**src/sv/iee_pkg.sv**
```systemverilog
// ----------------------------------------------------------------------------
// iee_pkg: shared definitions of the infix expression evaluator
// Widths, character codes, status codes and the controller/datapath bundles.
// ----------------------------------------------------------------------------
package iee_pkg;

  // number formats
  localparam int OPERAND_BITS  = 31;
  localparam int FRACTION_BITS = 32;
  localparam int VALUE_BITS    = 64;
  localparam int CNT_BITS      = $clog2(VALUE_BITS);

  localparam logic [OPERAND_BITS-1:0] OPERAND_MAX = {OPERAND_BITS{1'b1}};
  localparam logic [VALUE_BITS-1:0]   VALUE_MAX   = {1'b0, {(VALUE_BITS-1){1'b1}}};
  localparam logic [VALUE_BITS-1:0]   VALUE_MIN   = {1'b1, {(VALUE_BITS-1){1'b0}}};

  // character codes
  localparam logic [7:0] CH_ZERO  = 8'h30;
  localparam logic [7:0] CH_NINE  = 8'h39;
  localparam logic [7:0] CH_PLUS  = 8'h2b;
  localparam logic [7:0] CH_MINUS = 8'h2d;
  localparam logic [7:0] CH_MUL   = 8'h2a;
  localparam logic [7:0] CH_DIV   = 8'h2f;

  // pending product operator
  localparam logic [1:0] OP_NONE = 2'd0;
  localparam logic [1:0] OP_MUL  = 2'd1;
  localparam logic [1:0] OP_DIV  = 2'd2;

  // status codes
  localparam logic [1:0] ERR_OK       = 2'd0;
  localparam logic [1:0] ERR_DIVZERO  = 2'd1;
  localparam logic [1:0] ERR_OVERFLOW = 2'd2;

  // controller to datapath
  typedef struct packed {
    logic latch;
    logic digit;
    logic stop;
    logic fact_start;
    logic set_pending;
    logic term;
    logic set_sign;
    logic emit;
  } cmd_t;

  // datapath to controller
  typedef struct packed {
    logic is_digit;
    logic is_prod_op;
    logic is_sum_op;
    logic last;
    logic fact_done;
    logic out_free;
  } stat_t;

  // division by zero wins, otherwise the first error sticks
  function automatic logic [1:0] flag_error(logic [1:0] cur, logic [1:0] code);
    logic [1:0] res;
    if (code == ERR_DIVZERO) begin
      res = ERR_DIVZERO;
    end else if (cur == ERR_OK) begin
      res = code;
    end else begin
      res = cur;
    end
    return res;
  endfunction

endpackage

```
**src/sv/iee_ctrl.sv**
```systemverilog
// ----------------------------------------------------------------------------
// iee_ctrl: sequencing controller
// Walks each character through its operand, factor and term steps.
// ----------------------------------------------------------------------------
module iee_ctrl (
  input  logic          clk_i,
  input  logic          rst_ni,
  input  logic          in_valid_i,
  output logic          in_ready_o,
  input  iee_pkg::stat_t stat_i,
  output iee_pkg::cmd_t  cmd_o
);

  typedef enum logic [2:0] {
    ST_IDLE, ST_CHAR, ST_FACT, ST_WAIT, ST_TERM, ST_EMIT
  } state_e;

  // why a factor is being closed
  typedef enum logic [1:0] {
    CTX_PROD, CTX_SUM, CTX_LAST
  } ctx_e;

  state_e state_q, state_d;
  ctx_e   ctx_q, ctx_d;

  // next state and commands
  always_comb begin
    state_d    = state_q;
    ctx_d      = ctx_q;
    cmd_o      = '0;
    in_ready_o = 1'b0;
    case (state_q)
      ST_IDLE: begin
        in_ready_o = 1'b1;
        if (in_valid_i) begin
          cmd_o.latch = 1'b1;
          state_d     = ST_CHAR;
        end
      end
      ST_CHAR: begin
        if (stat_i.is_prod_op) begin
          ctx_d   = CTX_PROD;
          state_d = ST_FACT;
        end else if (stat_i.is_sum_op) begin
          ctx_d   = CTX_SUM;
          state_d = ST_FACT;
        end else begin
          cmd_o.digit = stat_i.is_digit;
          cmd_o.stop  = !stat_i.is_digit;
          ctx_d       = CTX_LAST;
          state_d     = stat_i.last ? ST_FACT : ST_IDLE;
        end
      end
      ST_FACT: begin
        cmd_o.fact_start = 1'b1;
        state_d          = ST_WAIT;
      end
      ST_WAIT: begin
        if (stat_i.fact_done) begin
          if (ctx_q == CTX_PROD) begin
            cmd_o.set_pending = 1'b1;
            ctx_d             = CTX_LAST;
            state_d           = stat_i.last ? ST_FACT : ST_IDLE;
          end else begin
            state_d = ST_TERM;
          end
        end
      end
      ST_TERM: begin
        cmd_o.term = 1'b1;
        if (ctx_q == CTX_SUM) begin
          cmd_o.set_sign = 1'b1;
          ctx_d          = CTX_LAST;
          state_d        = stat_i.last ? ST_FACT : ST_IDLE;
        end else begin
          state_d = ST_EMIT;
        end
      end
      ST_EMIT: begin
        if (stat_i.out_free) begin
          cmd_o.emit = 1'b1;
          state_d    = ST_IDLE;
        end
      end
      default: state_d = ST_IDLE;
    endcase
  end

  // state register
  always_ff @(posedge clk_i or negedge rst_ni) begin
    if (!rst_ni) begin
      state_q <= ST_IDLE;
      ctx_q   <= CTX_LAST;
    end else begin
      state_q <= state_d;
      ctx_q   <= ctx_d;
    end
  end

endmodule

```
**src/sv/iee_datapath.sv**
```systemverilog
// ----------------------------------------------------------------------------
// iee_datapath: expression state and arithmetic
// Operand accumulator, serial multiplier and divider, saturating sum and
// the output register.
// ----------------------------------------------------------------------------
module iee_datapath (
  input  logic                              clk_i,
  input  logic                              rst_ni,
  input  iee_pkg::cmd_t                     cmd_i,
  output iee_pkg::stat_t                    stat_o,
  input  logic [7:0]                        symbol_i,
  input  logic                              last_i,
  output logic                              out_valid_o,
  input  logic                              out_ready_i,
  output logic [iee_pkg::VALUE_BITS-1:0]    value_o,
  output logic [1:0]                        status_o
);

  localparam int OB = iee_pkg::OPERAND_BITS;
  localparam int VB = iee_pkg::VALUE_BITS;

  logic [7:0]                    sym_q, sym_d;
  logic                          last_q, last_d;
  logic [OB-1:0]                 acc_q, acc_d;
  logic                          stopped_q, stopped_d;
  logic [VB-1:0]                 term_q, term_d;
  logic [1:0]                    pend_q, pend_d;
  logic                          neg_q, neg_d;
  logic [VB-1:0]                 sum_q, sum_d;
  logic [1:0]                    err_q, err_d;
  logic                          run_mul_q, run_mul_d;
  logic                          run_div_q, run_div_d;
  logic [iee_pkg::CNT_BITS-1:0]  cnt_q, cnt_d;
  logic [VB-1:0]                 prod_q, prod_d;
  logic                          movf_q, movf_d;
  logic [OB-1:0]                 rem_q, rem_d;
  logic                          ovalid_q, ovalid_d;
  logic [VB-1:0]                 oval_q, oval_d;
  logic [1:0]                    ostat_q, ostat_d;

  logic [OB+3:0] dig_next;
  logic [VB:0]   mul_next;
  logic          mul_ovf;
  logic [OB:0]   div_r;
  logic [OB:0]   div_diff;
  logic          div_ge;
  logic [VB:0]   sum_next;

  // arithmetic for one step
  always_comb begin
    dig_next = ({4'd0, acc_q} << 3) + ({4'd0, acc_q} << 1) + (OB+4)'(sym_q[3:0]);
    mul_next = {prod_q, 1'b0} + (acc_q[OB-1] ? {1'b0, term_q} : '0);
    mul_ovf  = movf_q | (mul_next[VB:VB-1] != 2'b00);
    div_r    = {rem_q, term_q[VB-1]};
    div_diff = div_r - {1'b0, acc_q};
    div_ge   = div_r >= {1'b0, acc_q};
    if (neg_q) begin
      sum_next = {sum_q[VB-1], sum_q} - {1'b0, term_q};
    end else begin
      sum_next = {sum_q[VB-1], sum_q} + {1'b0, term_q};
    end
  end

  // next state of the expression registers
  always_comb begin
    sym_d     = sym_q;
    last_d    = last_q;
    acc_d     = acc_q;
    stopped_d = stopped_q;
    term_d    = term_q;
    pend_d    = pend_q;
    neg_d     = neg_q;
    sum_d     = sum_q;
    err_d     = err_q;
    run_mul_d = run_mul_q;
    run_div_d = run_div_q;
    cnt_d     = cnt_q;
    prod_d    = prod_q;
    movf_d    = movf_q;
    rem_d     = rem_q;
    ovalid_d  = ovalid_q & !out_ready_i;
    oval_d    = oval_q;
    ostat_d   = ostat_q;

    if (cmd_i.latch) begin
      sym_d  = symbol_i;
      last_d = last_i;
    end

    // operand digit
    if (cmd_i.digit && !stopped_q) begin
      if (dig_next > (OB+4)'(iee_pkg::OPERAND_MAX)) begin
        acc_d = iee_pkg::OPERAND_MAX;
        err_d = iee_pkg::flag_error(err_q, iee_pkg::ERR_OVERFLOW);
      end else begin
        acc_d = dig_next[OB-1:0];
      end
    end

    if (cmd_i.stop) begin
      stopped_d = 1'b1;
    end

    // close the factor
    if (cmd_i.fact_start) begin
      stopped_d = 1'b0;
      case (pend_q)
        iee_pkg::OP_MUL: begin
          if (acc_q == '0) begin
            term_d = '0;
          end else begin
            run_mul_d = 1'b1;
            prod_d    = '0;
            movf_d    = 1'b0;
            cnt_d     = iee_pkg::CNT_BITS'(OB - 1);
          end
        end
        iee_pkg::OP_DIV: begin
          if (acc_q == '0) begin
            term_d = '0;
            err_d  = iee_pkg::flag_error(err_q, iee_pkg::ERR_DIVZERO);
          end else begin
            run_div_d = 1'b1;
            rem_d     = '0;
            cnt_d     = iee_pkg::CNT_BITS'(VB - 1);
          end
        end
        default: begin
          term_d = VB'(acc_q) << iee_pkg::FRACTION_BITS;
          acc_d  = '0;
        end
      endcase
    end

    // multiplier, one operand bit per cycle from the top
    if (run_mul_q) begin
      prod_d = mul_next[VB-1:0];
      movf_d = mul_ovf;
      acc_d  = acc_q << 1;
      cnt_d  = cnt_q - iee_pkg::CNT_BITS'(1);
      if (cnt_q == '0) begin
        run_mul_d = 1'b0;
        if (mul_ovf) begin
          term_d = iee_pkg::VALUE_MAX;
          err_d  = iee_pkg::flag_error(err_q, iee_pkg::ERR_OVERFLOW);
        end else begin
          term_d = mul_next[VB-1:0];
        end
      end
    end

    // restoring divider, one quotient bit per cycle
    if (run_div_q) begin
      rem_d  = div_ge ? div_diff[OB-1:0] : div_r[OB-1:0];
      term_d = {term_q[VB-2:0], div_ge};
      cnt_d  = cnt_q - iee_pkg::CNT_BITS'(1);
      if (cnt_q == '0) begin
        run_div_d = 1'b0;
        acc_d     = '0;
      end
    end

    if (cmd_i.set_pending) begin
      pend_d = (sym_q == iee_pkg::CH_MUL) ? iee_pkg::OP_MUL : iee_pkg::OP_DIV;
    end

    // fold the term into the saturating sum
    if (cmd_i.term) begin
      if (sum_next[VB] != sum_next[VB-1]) begin
        sum_d = sum_next[VB] ? iee_pkg::VALUE_MIN : iee_pkg::VALUE_MAX;
        err_d = iee_pkg::flag_error(err_q, iee_pkg::ERR_OVERFLOW);
      end else begin
        sum_d = sum_next[VB-1:0];
      end
      term_d = '0;
      pend_d = iee_pkg::OP_NONE;
      if (cmd_i.set_sign) begin
        neg_d = (sym_q == iee_pkg::CH_MINUS);
      end
    end

    // result transfer and fresh expression
    if (cmd_i.emit) begin
      ovalid_d  = 1'b1;
      oval_d    = (err_q == iee_pkg::ERR_DIVZERO) ? '0 : sum_q;
      ostat_d   = err_q;
      acc_d     = '0;
      stopped_d = 1'b0;
      term_d    = '0;
      pend_d    = iee_pkg::OP_NONE;
      neg_d     = 1'b0;
      sum_d     = '0;
      err_d     = iee_pkg::ERR_OK;
    end
  end

  // registers
  always_ff @(posedge clk_i or negedge rst_ni) begin
    if (!rst_ni) begin
      acc_q     <= '0;
      stopped_q <= 1'b0;
      term_q    <= '0;
      pend_q    <= iee_pkg::OP_NONE;
      neg_q     <= 1'b0;
      sum_q     <= '0;
      err_q     <= iee_pkg::ERR_OK;
      run_mul_q <= 1'b0;
      run_div_q <= 1'b0;
      cnt_q     <= '0;
      ovalid_q  <= 1'b0;
    end else begin
      acc_q     <= acc_d;
      stopped_q <= stopped_d;
      term_q    <= term_d;
      pend_q    <= pend_d;
      neg_q     <= neg_d;
      sum_q     <= sum_d;
      err_q     <= err_d;
      run_mul_q <= run_mul_d;
      run_div_q <= run_div_d;
      cnt_q     <= cnt_d;
      ovalid_q  <= ovalid_d;
    end
  end

  // payload registers
  always_ff @(posedge clk_i) begin
    sym_q   <= sym_d;
    last_q  <= last_d;
    prod_q  <= prod_d;
    movf_q  <= movf_d;
    rem_q   <= rem_d;
    oval_q  <= oval_d;
    ostat_q <= ostat_d;
  end

  // status to the controller
  always_comb begin
    stat_o.is_digit   = (sym_q >= iee_pkg::CH_ZERO) && (sym_q <= iee_pkg::CH_NINE);
    stat_o.is_prod_op = (sym_q == iee_pkg::CH_MUL) || (sym_q == iee_pkg::CH_DIV);
    stat_o.is_sum_op  = (sym_q == iee_pkg::CH_PLUS) || (sym_q == iee_pkg::CH_MINUS);
    stat_o.last       = last_q;
    stat_o.fact_done  = !run_mul_q && !run_div_q;
    stat_o.out_free   = !ovalid_q || out_ready_i;
  end

  assign out_valid_o = ovalid_q;
  assign value_o     = oval_q;
  assign status_o    = ostat_q;

endmodule

```
**src/sv/infix_expression_evaluator_top.sv**
```systemverilog
// ----------------------------------------------------------------------------
// infix_expression_evaluator_top: streaming infix expression evaluator
// Evaluates + - * / over unsigned decimal operands, result in signed Q32.32.
// ----------------------------------------------------------------------------
//  channel   direction  tdata                      tuser / tlast
//  s_axis    in         [7:0] symbol               tlast = last character
//  m_axis    out        [63:0] value               tuser[1:0] = status
//
//  one character at a time: a digit or other character is latched and then
//  classified, * or / also close a factor, + or - close one and update the sum;
//  closing a factor after a * runs the serial multiplier, after a / the
//  restoring divider; the last character adds one factor close, the sum
//  update and the result slot.
//  reset clears the expression state and drops m_axis_tvalid.
//  a held result stalls the last character of the next expression only.
module infix_expression_evaluator_top (
  input  logic        clk_i,
  input  logic        rst_ni,
  input  logic        s_axis_tvalid,
  output logic        s_axis_tready,
  input  logic [7:0]  s_axis_tdata,   // [7:0] symbol
  input  logic        s_axis_tlast,
  output logic        m_axis_tvalid,
  input  logic        m_axis_tready,
  output logic [63:0] m_axis_tdata,   // [63:0] value
  output logic [1:0]  m_axis_tuser    // [1:0] status
);

  iee_pkg::cmd_t  cmd;
  iee_pkg::stat_t stat;

  // sequencing
  iee_ctrl u_ctrl (
    .clk_i      (clk_i),
    .rst_ni     (rst_ni),
    .in_valid_i (s_axis_tvalid),
    .in_ready_o (s_axis_tready),
    .stat_i     (stat),
    .cmd_o      (cmd)
  );

  // arithmetic and state
  iee_datapath u_dp (
    .clk_i       (clk_i),
    .rst_ni      (rst_ni),
    .cmd_i       (cmd),
    .stat_o      (stat),
    .symbol_i    (s_axis_tdata),
    .last_i      (s_axis_tlast),
    .out_valid_o (m_axis_tvalid),
    .out_ready_i (m_axis_tready),
    .value_o     (m_axis_tdata),
    .status_o    (m_axis_tuser)
  );

endmodule

```
**config.mk**
```make
export PLATFORM = sky130hd
export DESIGN_NAME = infix_expression_evaluator_top
export DESIGN_NICKNAME = d
export VERILOG_FILES = /design/src/sv/iee_pkg.sv /design/src/sv/iee_ctrl.sv /design/src/sv/iee_datapath.sv /design/src/sv/infix_expression_evaluator_top.sv
export SDC_FILE = /design/constraint.sdc
export NUM_CORES = 1
export LEC_CHECK = 0
export BUFFER_PORTS_ARGS = -buffer_cell sky130_fd_sc_hd__buf_2
export CAP_MARGIN = 20
export CELL_PAD_IN_SITES_DETAIL_PLACEMENT = 1
export CELL_PAD_IN_SITES_GLOBAL_PLACEMENT = 2
export CORE_ASPECT_RATIO = 1.4
export CORE_MARGIN = 3
export CORE_UTILIZATION = 35
export DETAILED_ROUTE_END_ITERATION = 8
export GPL_TIMING_DRIVEN = 0
export PLACE_DENSITY_LB_ADDON = 0.1
export SLEW_MARGIN = 20
export SYNTH_ARGS = -nofsm -noshare
export SYNTH_HDL_FRONTEND = slang
export SYNTH_SLANG_ARGS = --single-unit
```
**constraint.sdc**
```tcl
create_clock -name clk_i -period 7.7 [get_ports clk_i]
set_input_delay 0.385 -clock clk_i [delete_from_list [all_inputs] [get_ports clk_i]]
set_output_delay 0.385 -clock clk_i [all_outputs]
set_load 0.02 [all_outputs]
```
**Yosys cells after proc, flatten, opt, wreduce, memory -nomap -nowiden**

Cells that the tools add are included.

- Word-level logic and storage cells: 196
- Output and inout port bits: 68
- Register bits: 350
- Input port bits: 13

- Muxes and demuxes: 104
- Bitwise logic cells: 2
- Equal/unequal tests: 23
- $lt $le $gt $ge: 4
- $add $sub $neg: 7
- Reductions and logical operators: 36

Operators with widths:

| operator | count |
|---|---|
| $mux 64 | 18 |
| $mux 31 | 13 |
| $add 65x64->65 | 1 |
| $add 65x65->65 | 1 |
| $mux 65 | 1 |
| $sub 65x64->65 | 1 |
| $mux 2 | 26 |
| $add 34x32->35 | 1 |
| $add 35x4->35 | 1 |
| $gt 35x31->1 const B | 1 |
| $eq 8x6->1 const B | 4 |
| $ge 32x31->1 | 1 |
| $logic_not 31->1 | 1 |
| $mux 1 | 31 |
| $sub 31x31->31 | 1 |
| $mux 6 | 5 |
| $mux 3 | 7 |
| $pmux 3 s6 | 1 |
| $reduce_bool 2->1 | 7 |
| $pmux 6 s2 | 1 |
| $reduce_bool 3->1 | 4 |
| $reduce_and 3->1 | 3 |
| $ge 8x6->1 const B | 1 |
| $le 8x6->1 const B | 1 |
| other kinds (23) | 44 |

**Logic depth before layout (Yosys ltp)**

Gate-level depths: netlist of the first run.

- Depth in word-level cells: 17
- Depth in mapped cells: 27
- Depth with buffers taken out: 22

**Hierarchy**

Synthesis of the first run repeated with hierarchy kept, for this count alone.

- Cells, all modules: 3262
- Area total of the unflattened synthesis: 28310.9 um^2

By module, submodules not included:

| module | seq. area each (um^2) | area an instance (um^2) | cells each | times used |
|---|---|---|---|---|
| iee_datapath | 9489.1 | 27831.7 | 3208 | 1 |
| iee_ctrl | 126.4 | 479.2 | 54 | 1 |

**Least setup slack after synthesis of the first run**

OpenSTA, ideal clock, no wires.

- Path kind: reg-to-reg
- Start: register u_dp.ovalid_q (netlist: u_dp.out_valid_o)
- End: register u_dp.term_q[61]
- Required time: 7562 ps
- Library setup time: 138 ps
- Stages on the path, launching flop included: 8
- Data arrival time: 7089 ps
- Slack: 473 ps
- Cell sequence: dfrtp_1 > nor2b_1 > nor3_1 > nor2_1 > nand2_1 > nor2_1 > o21ai_0 > o22ai_1

RTL lines:

| element | RTL line | source |
|---|---|---|
| from (decl) | iee_datapath.sv:37 | `logic ovalid_q, ovalid_d;` |
| from (signal assigned) | iee_datapath.sv:222 | `ovalid_q <= ovalid_d;` |
| to (signal assigned) | iee_datapath.sv:214 | `term_q <= term_d;` |
| to (decl) | iee_datapath.sv:26 | `logic [VB-1:0] term_q, term_d;` |

**Worst setup path after layout of the first run**

- Start: register u_dp.term_q[0]
- End: register u_dp.sum_q[60]

- Longest elaborated chain between the ends: 6
- Elaborated cells between the ends (all ways): 8
- Classes of those cells: add/sub: 2; eq/ne: 1; mux: 5

RTL lines:

| element | RTL line | source |
|---|---|---|
| $add 65x64->65 or $sub 65x64->65 (tied branches) | iee_datapath.sv:60, iee_datapath.sv:58 |  |
| $mux 65 * | iee_datapath.sv:57 | `if (neg_q) begin` |
| $mux 64 or $ne 1x1->1 (tied branches) | iee_datapath.sv:170, iee_datapath.sv:169 |  |
| $mux 64 * | iee_datapath.sv:169 | `if (sum_next[VB] != sum_next[VB-1]) begin` |
| $mux 64 * | iee_datapath.sv:168 | `if (cmd_i.term) begin` |
| $mux 64 * | iee_datapath.sv:183 | `if (cmd_i.emit) begin` |
| to (signal assigned) | iee_datapath.sv:217 | `sum_q <= sum_d;` |
| to (decl) | iee_datapath.sv:29 | `logic [VB-1:0] sum_q, sum_d;` |

Every way passes the cells marked *; elsewhere a longest branch is shown, timed or not. The select of a mux whose other input is x is not followed.
A chain may end at the register's enable or synchronous reset.

==> impl_metrics.yaml, run 1 <==
yosys:
  ys_top_cells_by_area: "edfxtp_1 (19%), dfrtp_1 (16%), ha_1 (10%)"
  ys_ff_latch: 350
  syn_inst: 3172
  synth_top_area_share_pct: 18.7
  synth_compound_area_share_pct: 23.8
  syn-num-nets: 3413
  ys.flop_type: "dfrtp_1"
  yosys_warnings: 0
  avgSynthCellArea_um2: 8.65
  async_flop_share_pct: 51.1
  synthAdderAreaFrac_pct: 10.5
  ys_types: 88
  synth_edf_count: 171
  yosysTopAreaCell: "edfxtp_1"
  yosys.area_share.simple_pct: 18.4
  syn_area_mm2: 0.0274
  yosysSeqAreaShare_pct: 35.0
  synthMuxAreaShare_pct: 0.333
  synthXorXnorAreaFrac_pct: 7.61
  synth_top_family_by_area: "compound AO/OA/AOI/OAI gates"
run_status:
  outcome: "finished, final reports clean"
pwr:
  intPower_mw: 5.74
  p_sw_share_pct: 47.0
  p_sw_mw: 5.08
  pwr-share-clk_pct: 19.4
  peakVddDrop_mv: 0.176
  leakagePower_nw: 13.5
  power.density_mw_per_mm2: 349
  p_comb_share_pct: 53.3
  pwr-share-seq_pct: 27.3
worst_setup_path:
  crit_top_cell: "nand4_1"
  critPathArrivalTime_ps: 7690
  criticalPathCategory: "reg -> reg"
  crit_path_max_incr_delay_ps: 710
  crit_slowest_cell: "nor3_1"
  crit_fanout: 10
  path_buf_inv: 5
  crit_family: "simple AND/OR/NAND/NOR gates"
  crit_start: "u_dp.term_q[0]"
  worstSetupStartpointType: "register"
  crit_required_ps: 8230
  rr_startpoint: "u_dp.term_q[0]"
  crit_path_end_kind: "register"
  reg2reg_slack_ps: 540
clock_tree:
  clock_latency_ps: 610
  cts_root_buf: "clkbuf_16"
  path_clk_slew_ps: 70
  clockBufferDepth: 3
  numCtsBuffers: 41
  cts_tree: "done"
  clock-sinks: 350
  htree_levels: 2
routing:
  drt_iter0_drc: 1314
  drc_errors: 0
  vias_per_cell: 5.66
  antenna_left: 0
  drt_pass1_iterations: 6
  wl_per_cell_um: 24.5
  vias: 24900
  wl_um: 107000
floorplan:
  die_w_um: 243
  fp.dieH_um: 337
  core-area_mm2: 0.0772
  initial_core_util_pct: 35.6
  io_pins: 81
  fp-row-count: 120
  dieArea_mm2: 0.0819
timing:
  clock_skew_ps: 35.2
  grt_setup_unrepaired: "no"
  period_share_pct: 93.0
  finalMaxSlewViolations: 0
  worst_slack_ps: 535
  period_needed_ps: 7160
  timing_hold_violations_final: 0
  setup_viol: 0
  max_freq_mhz: 140
  worst_pin_slew_ps: 1170
  maxSlewHeadroom_pct: 20.6
placement:
  placed_cells: 4304
  placed_area_mm2: 0.0294
  gp_congestion: 0.912
  hpwl_um: 85600
  dp_slack_ps: -28.0
  io_buffers: 80
layout:
  area_growth_pct: 12.8
  finalNonFillerCells: 4388
  antenna_cells: 0
  drive_gt1_share_pct: 6.54
  postLayoutCellArea_mm2: 0.0310
  final_nets: 3561
global_routing:
  grt_pass1_wl_um: 164000
  grt_overflow: 0
  antenna_found_initial: 1
  grt_max_degree: 66
  grt_pass1_vias: 26600
  grtUsageTotal_pct: 26.0
min_path:
  min_from: "s_axis_tvalid"
  min_path_type: "in -> reg"
run:
  maxCapViolations: 0
==> cell usage in the layout, fill, tap and decap left out, types with 11 or more instances in the layout <==
master,instances
nor2_1,300
nand2_1,273
a21oi_1,272
ha_1,223
o21ai_0,201
dfrtp_1,178
edfxtp_1,171
xnor2_1,170
and2_1,157
clkbuf_1,156
inv_1,130
a21o_1,122
buf_2,89
a31oi_1,66
xor2_1,62
nor3_1,54
a221oi_1,46
nand4_1,43
clkbuf_16,42
nand3_1,38
o21ai_1,37
nand2b_1,32
o21bai_1,31
o21a_1,28
and3_1,26
a211oi_1,26
a221o_1,26
o221ai_1,24
nor4_1,21
nor2b_1,18
a22oi_1,18
o211ai_1,17
and4_1,12
o31ai_1,12
or3_1,11
==> worst paths after layout <==
kind,endpoint,cells after the start
max,u_dp.sum_q[60],25
min,u_ctrl.state_q[0],3
max reg2reg,u_dp.sum_q[60],25
min reg2reg,u_ctrl.state_q[1],2
max in group asynchronous,u_dp.term_q[57],3
min in group asynchronous,u_dp.sum_q[9],2
==> routing by layer <==
layer / wire [um] / track usage (%) / share of wire [%] / vias up
met5: 0 / 0 / 0 / -
met4: 5590 / 12.4 / 5.2 / 0
met3: 3360 / 2.74 / 3.1 / 188
met2: 54600 / 48.2 / 51 / 442
met1: 43900 / 29.9 / 41 / 12300
li1: - / - / - / 11900
==> through the flow <==
| stage | TNS (ps) | power, mW | hold slack [ps] | util (%) |
|---|---|---|---|---|
| 2_1_floorplan | 0 | 6.84 | 89.4 | - |
| 3_3_place_gp | -941140 | 8.56 | 488 | 37.8 |
| 3_5_place_dp | -152 | 8.75 | 365 | 38.2 |
| 4_1_cts | 0 | 10.9 | 52.7 | 40.1 |
| 5_1_grt | 0 | 11.7 | 136 | 40.1 |
| 6_report | 0 | 10.8 | 83.9 | 40.1 |
==> cell usage after synthesis (66+ instances only) <==
library cell,instances
nor2_1,301
nand2_1,273
a21oi_1,272
ha_1,223
o21ai_0,203
dfrtp_1,178
edfxtp_1,171
xnor2_1,170
and2_1,157
clkbuf_1,146
inv_1,130
a21o_1,122
a31oi_1,66
==> power groups by stage <==
stage | Clock, mW | Sequential [mW] | Combinational [mW]
floorplan | 0 | 2.78 | 4.06
global placement | 0 | 3.00 | 5.55
detailed placement | 0 | 2.99 | 5.76
CTS | 2.15 | 2.95 | 5.79
global route | 2.21 | 3.00 | 6.46
finish | 2.10 | 2.96 | 5.77
==> worst register-to-register path: stages (launching register included) <==
cell      delay, ps
dfrtp_1         490
inv_1           220
ha_1            300
and2_1          290
and3_1          190
buf_4           170
nand4_1         170
nor3_1          720
a21oi_1         200
xnor2_1         190
ha_1            290
clkbuf_1        300
nand4_1         240
nor4_2          480
nand4_1         150
a31oi_1         390
nor3_2          180
o21ai_2         250
a211oi_2        140
o31ai_2         410
xnor2_2         280
xnor2_4         360
buf_4           320
buf_6           200
nor2_1           60
o21ai_1         130
==> flip-flops by register name, summed over array words and instances, names as in the netlist, 2 cells and up <==
| signal | flops |
|---|---|
| u_dp.acc_q | 31 |
| u_dp.prod_q | 64 |
| u_dp.err_q | 2 |
| u_ctrl.state_q | 3 |
| u_dp.status_o | 2 |
| u_dp.sym_q | 8 |
| u_dp.pend_q | 2 |
| u_ctrl.ctx_q | 2 |
| u_dp.value_o | 64 |
| u_dp.rem_q | 31 |
| u_dp.sum_q | 64 |
| u_dp.cnt_q | 6 |
| u_dp.term_q | 64 |
==> cells by family (layout without fill, tap and decap cells) <==
logic type	count (synthesis)	count (layout)
AND/OR/NAND/NOR	1035	1035
AO/OA/AOI/OAI	1014	1014
XOR/XNOR	236	236
multiplexers	9	9
flip-flops	350	350
buffers and inverters	300	479
adder cells (fa/ha/maj)	228	228
==> layout make-up <==
type / count / area (um2)
inverter: 130 / 488
multi-input combinational: 2522 / 16700
clock inverter: 10 / 149
clock buffer: 64 / 1230
fill: 9211 / 46200
buffer: 169 / 682
sequential: 350 / 9620
tap: 1037 / 1300
timing repair buffer: 106 / 767
==> what timing repair did <==
item	CTS	global route
setup endpoints to repair	27	62
pin swaps	0	1
resized for setup	1	2
hold buffers	10	0
buffers inserted	0	1
endpoints found under the hold margin	65	0
(Power assumes the default switching activity.)
==> run 2, diff against run 1 <==
CTS_CLUSTER_SIZE = 25   (was unset)
clock period = 8.6 ns   (was 7.7 ns; I/O delays follow)
==> impl_metrics.yaml, run 2 (synthesis results as in run 1) <==
floorplan:
  io_pins: 81
  fp-row-count: 120
  fp.dieH_um: 337
  die_w_um: 243
  initial_core_util_pct: 35.6
  dieArea_mm2: 0.0819
  core-area_mm2: 0.0772
timing:
  worst_pin_slew_ps: 1200
  timing_hold_violations_final: 0
  period_share_pct: 88.2
  setup_viol: 0
  tns_ps: 0
  grt_setup_unrepaired: "no"
  finalMaxSlewViolations: 0
  maxSlewHeadroom_pct: 18.5
  max_freq_mhz: 132
  period_needed_ps: 7590
  clock_skew_ps: 33.9
routing:
  vias_per_cell: 5.65
  vias: 24800
  drc_errors: 0
  drt_pass1_iterations: 5
  wl_per_cell_um: 24.5
  drt_iter0_drc: 1373
  antenna_left: 0
  wl_um: 107000
clock_tree:
  cts_resized: 0
  numCtsBuffers: 41
  htree_levels: 2
  clock_latency_ps: 610
  cts_tree: "done"
  postCtsSetupBuffers: 0
  clock-sinks: 350
  path_clk_slew_ps: 70
  clockBufferDepth: 3
  hold_buffers: 10
  cts_root_buf: "clkbuf_16"
worst_setup_path:
  crit_fanout: 10
  crit_path_end_kind: "register"
  critPathArrivalTime_ps: 8120
  crit_path_max_incr_delay_ps: 590
  crit_required_ps: 9130
  crit_slowest_cell: "nor4_1"
  worstSetupStartpointType: "register"
  criticalPathCategory: "reg -> reg"
  ff2ff_path_depth: 26
  crit_top_cell: "and3_1"
pwr:
  power.total_mw: 9.67
  peakVddDrop_mv: 0.157
  leakagePower_nw: 13.5
  power.density_mw_per_mm2: 313
placement:
  placed_area_mm2: 0.0294
  gp_congestion: 0.912
  placed_cells: 4304
  hpwl_um: 85600
  io_buffers: 80
layout:
  finalNonFillerCells: 4388
  final_nets: 3561
  antenna_cells: 0
  postLayoutCellArea_mm2: 0.0309
  area_growth_pct: 12.7
  drive_gt1_share_pct: 6.45
  final_common_cell: "nor2_1"
  final_cell_mix: "nor2_1 (300), nand2_1 (273), a21oi_1 (272), ha_1 (223), o21ai_0 (201)"
global_routing:
  grt_pass1_vias: 26500
  grt_max_degree: 66
  antenna_found_initial: 1
  grtUsageTotal_pct: 26.0
  grt_pass1_wl_um: 164000
  grt_overflow: 0
min_path:
  hold_depth: 3
  min_path_type: "in -> reg"
run:
  maxCapViolations: 0
run_status:
  outcome: "finished, final reports clean"
[run 2: cell count changes in the layout (fill, tap and decap cells not counted), sizes merged]
| cell | before | now |
|---|---|---|
| clkbuf | 212 | 213 |
| buf | 117 | 116 |
[run 2: path summary, 6_finish.rpt]
kind,start,to,slack [ps]
setup / recovery,u_dp.term_q[9],u_dp.sum_q[60],1010
hold / removal,s_axis_tvalid,u_ctrl.state_q[0],130
setup reg to reg,u_dp.term_q[9],u_dp.sum_q[60],1010
hold reg to reg,u_dp.last_q,u_ctrl.state_q[1],510
max in group asynchronous,rst_ni,u_dp.term_q[57],7460
min in group asynchronous,rst_ni,u_dp.sum_q[9],380
[run 2: metrics by stage]
stage | utilization (%) | hold WS (ps) | setup WS [ps]
3_5_place_dp | 38.2 | 410 | 872
4_1_cts | 40.1 | 97.7 | 845
5_1_grt | 40.1 | 181 | 494
3_3_place_gp | 37.8 | 488 | -5610
6_report | 40.1 | 129 | 1010
2_1_floorplan | - | 134 | 1370
[run 2: cell type report]
cell class / count / area, um2
inverters: 130 / 488
fillers: 9214 / 46200
repair buffers: 105 / 747
clock inverters: 10 / 149
multi-input cells: 2522 / 16700
well taps: 1037 / 1300
plain buffers: 170 / 686
clock buffers: 64 / 1230
flip-flops and latches: 350 / 9620
[run 2: worst max-delay path, delay by kind of cell, from the launching register on]
family	cells	cell delay [ps]
and+or+nand+nor	11	2770
AOI/OAI and AO/OA	6	1560
xor gates and xnor gates	3	920
DFF	1	510
buffers and inverters	5	1430
adders and majority gates	1	290
[run 2: where the power goes]
group          total [mW]  switching [mW]  leakage [nW]  internal, mW
Combinational        5.15            3.28          8.63          1.87
Clock                1.88           0.796         0.677          1.08
Sequential           2.65           0.473          4.15          2.17
[run 2: layer usage]
| metal | GRT usage (%) | part of all wire [%] |
|---|---|---|
| met5 | 0 | 0 |
| met3 | 2.74 | 3.1 |
| met1 | 29.9 | 41 |
| met4 | 12.4 | 5.3 |
| met2 | 48.2 | 51 |
